$ cat src/hw/rtl/rpmm_pkg.sv
`timescale 1ns / 1ps
package rpmm_pkg;

  localparam int CFG_W   = 15;
  localparam int IDX_W   = 3;
  localparam int PWM_W   = 15;
  localparam int TGT_W   = 14;
  localparam int GAIN_W  = 8;
  localparam int SHIFT_W = 4;
  localparam int DRIVE_W = 32;

  // drive is held in 1/2048 pwm count, gains are scaled by 128
  localparam int FRAC_BITS  = 11;
  localparam int GAIN_SHIFT = 7;

  // base * 2048 -/+ drive, signed
  localparam int MOT_W = PWM_W + FRAC_BITS + 1 + 1 > DRIVE_W + 1
                       ? PWM_W + FRAC_BITS + 2 : DRIVE_W + 2;

  typedef logic [IDX_W-1:0] cfg_idx_t;

  localparam cfg_idx_t REG_TARGET_ROLL = 3'd0;
  localparam cfg_idx_t REG_BASE_PWM_A  = 3'd1;
  localparam cfg_idx_t REG_BASE_PWM_B  = 3'd2;
  localparam cfg_idx_t REG_P_GAIN      = 3'd3;
  localparam cfg_idx_t REG_D_GAIN      = 3'd4;
  localparam cfg_idx_t REG_I_SHIFT     = 3'd5;
  localparam cfg_idx_t REG_PWM_FLOOR   = 3'd6;
  localparam cfg_idx_t REG_PWM_CEILING = 3'd7;

  localparam logic signed [TGT_W-1:0] RST_TARGET_ROLL = 14'sd0;
  localparam logic [PWM_W-1:0]        RST_BASE_PWM    = 15'd1100;
  localparam logic [GAIN_W-1:0]       RST_P_GAIN      = 8'd8;
  localparam logic [GAIN_W-1:0]       RST_D_GAIN      = 8'd34;
  localparam logic [SHIFT_W-1:0]      RST_I_SHIFT     = 4'd7;
  localparam logic [PWM_W-1:0]        RST_PWM_FLOOR   = 15'd960;
  localparam logic [PWM_W-1:0]        RST_PWM_CEILING = 15'd1840;

endpackage

$ cat src/hw/rtl/roll_pid_motor_mix.sv
// path: an accepted sample beat passes the stage 1 and stage 2 registers to the output register
// throughput: one sample per cycle while in_ready is high; the integral and previous roll update on accept
// stall: a held output fills the two inner stages before in_ready drops
// reset: rst (sync, active high) empties the pipe, zeroes the integral and previous
// roll, and loads the register defaults
`timescale 1ns / 1ps
module roll_pid_motor_mix
  import rpmm_pkg::*;
#(
  parameter int ANGLE_BITS    = 16,
  parameter int INTEGRAL_BITS = 32
) (
  input  logic                         clk,
  input  logic                         rst,
  input  logic                         cfg_we,
  input  logic [IDX_W-1:0]             cfg_index,
  input  logic [CFG_W-1:0]             cfg_data,
  input  logic                         in_valid,
  output logic                         in_ready,
  input  logic signed [ANGLE_BITS-1:0] roll_sample,
  output logic                         out_valid,
  input  logic                         out_ready,
  output logic [PWM_W-1:0]             motor_a,
  output logic [PWM_W-1:0]             motor_b,
  output logic signed [DRIVE_W-1:0]    drive_term
);

  localparam int EW   = (ANGLE_BITS > TGT_W ? ANGLE_BITS : TGT_W) + 1;
  localparam int DW   = ANGLE_BITS + 1;
  localparam int IW1  = (INTEGRAL_BITS > EW ? INTEGRAL_BITS : EW) + 1;
  localparam int PW   = EW + GAIN_W + 1;
  localparam int DPW  = DW + GAIN_W + 1;
  localparam int SUMW = PW + 1;
  localparam int AW   = SUMW + GAIN_SHIFT;
  localparam int BW   = INTEGRAL_BITS + GAIN_SHIFT;
  localparam int DRW  = (AW > BW ? AW : BW) + 1;
  localparam int QW   = MOT_W - FRAC_BITS;

  // configuration
  logic signed [TGT_W-1:0] target_roll;
  logic [PWM_W-1:0]        base_pwm_a;
  logic [PWM_W-1:0]        base_pwm_b;
  logic [GAIN_W-1:0]       p_gain;
  logic [GAIN_W-1:0]       d_gain;
  logic [SHIFT_W-1:0]      i_shift;
  logic [PWM_W-1:0]        pwm_floor;
  logic [PWM_W-1:0]        pwm_ceiling;

  always_ff @(posedge clk) begin
    if (rst) begin
      target_roll <= RST_TARGET_ROLL;
      base_pwm_a  <= RST_BASE_PWM;
      base_pwm_b  <= RST_BASE_PWM;
      p_gain      <= RST_P_GAIN;
      d_gain      <= RST_D_GAIN;
      i_shift     <= RST_I_SHIFT;
      pwm_floor   <= RST_PWM_FLOOR;
      pwm_ceiling <= RST_PWM_CEILING;
    end else if (cfg_we) begin
      unique case (cfg_index)
        REG_TARGET_ROLL: target_roll <= $signed(cfg_data[TGT_W-1:0]);
        REG_BASE_PWM_A:  base_pwm_a  <= cfg_data[PWM_W-1:0];
        REG_BASE_PWM_B:  base_pwm_b  <= cfg_data[PWM_W-1:0];
        REG_P_GAIN:      p_gain      <= cfg_data[GAIN_W-1:0];
        REG_D_GAIN:      d_gain      <= cfg_data[GAIN_W-1:0];
        REG_I_SHIFT:     i_shift     <= cfg_data[SHIFT_W-1:0];
        REG_PWM_FLOOR:   pwm_floor   <= cfg_data[PWM_W-1:0];
        REG_PWM_CEILING: pwm_ceiling <= cfg_data[PWM_W-1:0];
      endcase
    end
  end

  // pipeline control
  logic v1, v2, v3;
  logic adv3, s2_free, accept;

  assign adv3     = !v3 || out_ready;
  assign s2_free  = !v2 || adv3;
  assign in_ready = !v1 || s2_free;
  assign accept   = in_valid && in_ready;

  always_ff @(posedge clk) begin
    if (rst) begin
      v1 <= 1'b0;
      v2 <= 1'b0;
      v3 <= 1'b0;
    end else begin
      if (in_ready) v1 <= in_valid;
      if (s2_free) v2 <= v1;
      if (adv3) v3 <= v2;
    end
  end

  // stage 1: error, difference, integral update, gain products
  logic signed [ANGLE_BITS-1:0]    previous_roll;
  logic signed [INTEGRAL_BITS-1:0] roll_integral;
  logic signed [INTEGRAL_BITS-1:0] roll_integral_next;
  logic signed [EW-1:0]            err;
  logic signed [DW-1:0]            diff;
  logic signed [IW1-1:0]           integ_sum;
  logic [IW1-INTEGRAL_BITS:0]      integ_top;
  logic signed [PW-1:0]            p_prod, p_prod_next;
  logic signed [DPW-1:0]           d_prod, d_prod_next;
  logic signed [INTEGRAL_BITS-1:0] integ;

  always_comb begin
    err       = EW'(target_roll) - EW'(roll_sample);
    diff      = DW'(previous_roll) - DW'(roll_sample);
    integ_sum = IW1'(roll_integral) + IW1'(err);
    integ_top = integ_sum[IW1-1:INTEGRAL_BITS-1];
    if (&integ_top || !(|integ_top)) begin
      roll_integral_next = integ_sum[INTEGRAL_BITS-1:0];
    end else begin
      roll_integral_next = {integ_sum[IW1-1], {(INTEGRAL_BITS-1){~integ_sum[IW1-1]}}};
    end
    p_prod_next = PW'($signed({1'b0, p_gain})) * PW'(err);
    d_prod_next = DPW'($signed({1'b0, d_gain})) * DPW'(diff);
  end

  always_ff @(posedge clk) begin
    if (rst) begin
      previous_roll <= '0;
      roll_integral <= '0;
    end else if (accept) begin
      previous_roll <= roll_sample;
      roll_integral <= roll_integral_next;
    end
  end

  always_ff @(posedge clk) begin
    if (accept) begin
      p_prod <= p_prod_next;
      d_prod <= d_prod_next;
      integ  <= roll_integral_next;
    end
  end

  // stage 2: scale, shift the integral, saturate the drive
  logic signed [SUMW-1:0]    pd_sum;
  logic signed [DRW-1:0]     pd_scaled, i_scaled, drive_wide;
  logic [DRW-DRIVE_W:0]      drive_top;
  logic signed [DRIVE_W-1:0] drive_sat, drive2;

  always_comb begin
    pd_sum     = SUMW'(p_prod) + SUMW'(d_prod);
    pd_scaled  = DRW'(pd_sum) <<< GAIN_SHIFT;
    i_scaled   = (DRW'(integ) <<< GAIN_SHIFT) >>> i_shift;
    drive_wide = pd_scaled + i_scaled;
    drive_top  = drive_wide[DRW-1:DRIVE_W-1];
    if (&drive_top || !(|drive_top)) begin
      drive_sat = drive_wide[DRIVE_W-1:0];
    end else begin
      drive_sat = {drive_wide[DRW-1], {(DRIVE_W-1){~drive_wide[DRW-1]}}};
    end
  end

  always_ff @(posedge clk) begin
    if (s2_free && v1) drive2 <= drive_sat;
  end

  // stage 3: motor mix, truncate toward zero, ceiling then floor
  function automatic logic [PWM_W-1:0] mix_motor(
    input logic signed [MOT_W-1:0] x,
    input logic [PWM_W-1:0]        lo,
    input logic [PWM_W-1:0]        hi
  );
    logic signed [QW-1:0] q;
    logic                 rnd;
    rnd = x[MOT_W-1] && (|x[FRAC_BITS-1:0]);
    q   = $signed(x[MOT_W-1:FRAC_BITS]) + $signed(QW'({1'b0, rnd}));
    // floor is compared against the already clamped value
    if (q > $signed({1'b0, hi})) q = $signed(QW'({1'b0, hi}));
    if (q < $signed({1'b0, lo})) q = $signed(QW'({1'b0, lo}));
    return q[PWM_W-1:0];
  endfunction

  logic signed [MOT_W-1:0] x_a, x_b;

  always_comb begin
    x_a = $signed(MOT_W'({base_pwm_a, {FRAC_BITS{1'b0}}})) - MOT_W'(drive2);
    x_b = $signed(MOT_W'({base_pwm_b, {FRAC_BITS{1'b0}}})) + MOT_W'(drive2);
  end

  always_ff @(posedge clk) begin
    if (adv3 && v2) begin
      motor_a    <= mix_motor(x_a, pwm_floor, pwm_ceiling);
      motor_b    <= mix_motor(x_b, pwm_floor, pwm_ceiling);
      drive_term <= drive2;
    end
  end

  assign out_valid = v3;

endmodule

$ cat config.mk
export PLATFORM = sky130hd
export DESIGN_NAME = roll_pid_motor_mix
export DESIGN_NICKNAME = d
export VERILOG_FILES = /design/src/hw/rtl/rpmm_pkg.sv /design/src/hw/rtl/roll_pid_motor_mix.sv
export SDC_FILE = /design/constraint.sdc
export NUM_CORES = 2
export LEC_CHECK = 0
export BUFFER_PORTS_ARGS = -buffer_cell sky130_fd_sc_hd__buf_2
export CAP_MARGIN = 30
export CORE_MARGIN = 1.5
export CORE_UTILIZATION = 35
export CTS_CLUSTER_SIZE = 28
export DETAILED_ROUTE_END_ITERATION = 7
export SYNTH_ARGS = -nofsm -noshare
export SYNTH_HDL_FRONTEND = slang
export SYNTH_SLANG_ARGS = --single-unit
export TNS_END_PERCENT = 1
$ cat constraint.sdc
create_clock -name clk -period 12.71 [get_ports clk]
set_input_delay 0.6355 -clock clk [delete_from_list [all_inputs] [get_ports clk]]
set_output_delay 0.6355 -clock clk [all_outputs]
set_load 0.005 [all_outputs]
==> metrics.md <==
| Metric | Value |
|---|---|
| Wirelength per Cell | 18.22 µm |
| Beginning of the critical path | drive2[15]$_DFFE_PP_ |
| DIE WIDTH | 309.8 µm |
| Synth Area in Compound Gates | 15.50% |
| CORE AREA | 93330 µm² |
| Final wirelength | 92.29 mm |
| Post-CTS Hold Buffers | 0 |
| Sequential share of the synthesized area | 25.03% |
| Mux contribution to synthesized area | 4.564% |
| CP Class | flop to flop |
| CTS Buffer Depth | 3 |
| Area of the multi-input gates | 22560 µm² |
| RSZ-0062 raised after global routing | false |
| Asr flop ratio synth | 0% |
| Depth of the CTS H-tree | 2 |
| Number of flops mapped to enable cells by yosys | 178 |
| Share of cells above drive strength 1 | 9.158% |
| Synth Area in Simple Gates | 17.16% |
| Cell taking the most area after synthesis | edfxtp_1 |
| Final worst path period need | 9.478 ns |
| PnR Total Power | 7.960 mW |
| Std-Cell Rows | 112 |
| Congestion Overflow GR | 0 |
| Largest net degree at the start of global routing | 75 |
| Top post-synthesis cells by count | nand2_1, inv_1, ha_1 |
| Synth Warn # | 0 |
| Worst-Margin Slew | 1.004 ns |
| Max Cap Viol | 0 |
| Synth cell types | 103 |
| # port buffers | 102 |
| Clock Tree Root | clkbuf_16 |
| Max VDD drop | 0.1286 mV |
| Clk slew on worst S/H paths | 0.06 ns |
| Internal power | 4.289 mW |
| Vias in the first global route | 25000 |
| Insertion delay to the later sink of the worst-skew pair | 0.58 ns |
| Most common cell in the netlist | nand2_1 |
| Synth Area in XOR/XNOR | 4.967% |
| Synthesis-to-layout area growth | 9.903% |
| Synth top area cells | edfxtp_1, fa_1, ha_1 |
| Resize count post-CTS | 0 |
| Combinational family with the most area after synthesis | adder cells |
| Fin crit share | 74.57% |
| First DRT Iteration DRCs | 1626 |
| Starting density of the core | 35.31% |
| Slew HR | 32.56% |
| Slowest CP cell | nor2_2 |
| R2R Path Start | drive2[15]$_DFFE_PP_ |
| Antenna viol nets, final | 0 |
| Crit Path Max Fanout | 14 |
| Sw frac | 46.11% |
| Tightest Hold Check Type | input port to flop |
| Pre-CTS setup slack | 3.308 ns |
| Endpoint class of the critical path | flop |
| Final Max Tran Viols | 0 |
| Hold path start | roll_sample[1] |
| Post-Route Skew | 0.04519 ns |
| First-pass GRT wire length | 142.6 mm |
| DRC viols | 0 |
| Adder-cell area share of the yosys netlist | 26.08% |
| Leakage power | 15.94 nW |
| Num ports | 103 |
| Die area | 95990 µm² |
| Net Count, Synth | 4307 |
| Vias | 26290 |
| Post-route worst setup slack | 3.232 ns |
| Routability cong. | 0.9240 |
| Comb pwr share | 64.2% |
| #FFs+latches synth | 323 |
| Via/cell ratio | 5.190 |
| Setup TNS Final | 0 ns |
| Synthesized area per cell | 8.839 µm² |
| Post-synth top area share | 16.22% |
| Achievable frequency | 105.5 MHz |
| Register area | 8249 µm² |
| Post-CTS setup buffers | 0 |
| Hold Fails Final Rpt | 0 |
| Fillers | 9440 |
| TritonCTS clock tree | yes |
| CP max stage delay | 0.67 ns |
| Gr usage total | 19.05% |
| CP required | 13.04 ns |
| Synthesized cell area | 32950 µm² |
| DR pass1 iterations | 6 |
| Synth Flop Type | edfxtp_1 |
| Cells after synthesis | 3728 |
| Status | complete, no violations |
| HPWL after detailed placement | 73.21 mm |
| Sequential share of power | 21.1% |
| CTS buffer count | 41 |
| Worst path arrival time | 9.81 ns |
| Crit start category | flop |
| Clk pwr share | 14.7% |
| Num Clock Sinks | 323 |
| Initial antenna violation count | 5 |
| NetSw | 3.671 mW |
| DIE HEIGHT | 309.8 µm |
| Layout Nets | 4358 |
| Final Setup Violations | 0 |
| Pwr Density | 219.8 nW/µm² |
[area by class of cell]
type	instances	area share, %
diodes	1	0.006910
clock buffers	57	3.196
clock inverters	18	0.5114
inverters	446	4.630
multi-input cells	2828	62.31
flip-flops and latches	323	22.78
well taps	1254	4.333
repair buffers	139	2.239
[per-stage QoR]
step / hold slack, ns / instance area (µm²) / instances / utilization, %
3_3_place_gp: 0.4423 / 34830 / 4987 / 37.32
3_5_place_dp: 0.4469 / 34860 / 4989 / 37.35
6_report: 0.3145 / 36210 / 5066 / 38.80
5_1_grt: 0.3042 / 36210 / 5065 / 38.80
4_1_cts: 0.2913 / 36200 / 5064 / 38.79
2_1_floorplan: 0.4244 / 32950 / 3728 / -
[logic make-up after synthesis]
kind of cell	after synthesis
flops	323
fa+ha+maj	557
simple gates	1169
buf+inv	577
mux	111
xor+xnor	186
compound gates	805
[final timing paths]
path,to,slack [ns],cells past startpoint
worst max-delay path,motor_b[14]$_DFFE_PP_,3.23,41
worst min-delay path,previous_roll[1]$_SDFFE_PP0P_,0.31,3
worst max register to register,motor_b[14]$_DFFE_PP_,3.23,41
worst min register to register,previous_roll[0]$_SDFFE_PP0P_,0.45,2
[state kept, by name, summed over array words and instances, names as in the netlist, 14 cells and up]
| register | count |
|---|---|
| pwm_ceiling | 15 |
| target_roll | 14 |
| previous_roll | 16 |
| p_prod | 26 |
| integ | 32 |
| motor_a | 15 |
| base_pwm_b | 15 |
| motor_b | 15 |
| drive2 | 32 |
| drive_term | 32 |
| d_prod | 26 |
| pwm_floor | 15 |
| roll_integral | 32 |
| base_pwm_a | 15 |
[power groups by stage]
stage / Combinational (mW) / Sequential, mW / Clock [mW]
global route: 5.68 / 1.70 / 1.24
CTS: 5.08 / 1.68 / 1.20
global placement: 5.01 / 1.70 / 0
detailed placement: 5.05 / 1.71 / 0
finish: 5.11 / 1.68 / 1.17
floorplan: 3.85 / 1.59 / 0
[critical path: cells and delay by family, from the launching register on]
family          cells  cell delay, ns
simple gates       16            3.45
xor+xnor            1            0.30
fa+ha+maj           4            1.14
mux                 3            0.81
flops               1            0.43
compound gates     16            2.91
buf+inv             1            0.20
[layer usage]
layer | wire (µm) | up-vias | track usage [%] | part of all wire [%]
met5 | 41 | - | 0 | 0.044
li1 | - | 12940 | - | -
met4 | 2817 | 6 | 5.752 | 3.1
met1 | 41320 | 12640 | 25.36 | 45
met2 | 43410 | 582 | 31.92 | 47
met3 | 4706 | 128 | 2.732 | 5.1
[layout by cell type (no fill, tap or decap), types with 22 or more instances in the layout]
master / instances
nand2_1: 473
o21a_1: 42
or3_1: 22
and3_1: 27
xnor2_1: 131
and2_1: 144
nor2b_1: 44
fa_1: 222
a21o_1: 58
nand3_1: 83
o211ai_1: 45
ha_1: 318
nand4_1: 26
edfxtp_1: 178
buf_2: 101
nor2_1: 188
mux2_2: 47
inv_1: 443
o21ai_0: 161
xor2_1: 53
a21oi_1: 270
dfxtp_1: 144
buf_4: 35
mux2i_1: 25
a31oi_1: 35
nor3_1: 62
clkbuf_16: 42
No activity file was read; power rests on OpenSTA's default activity.
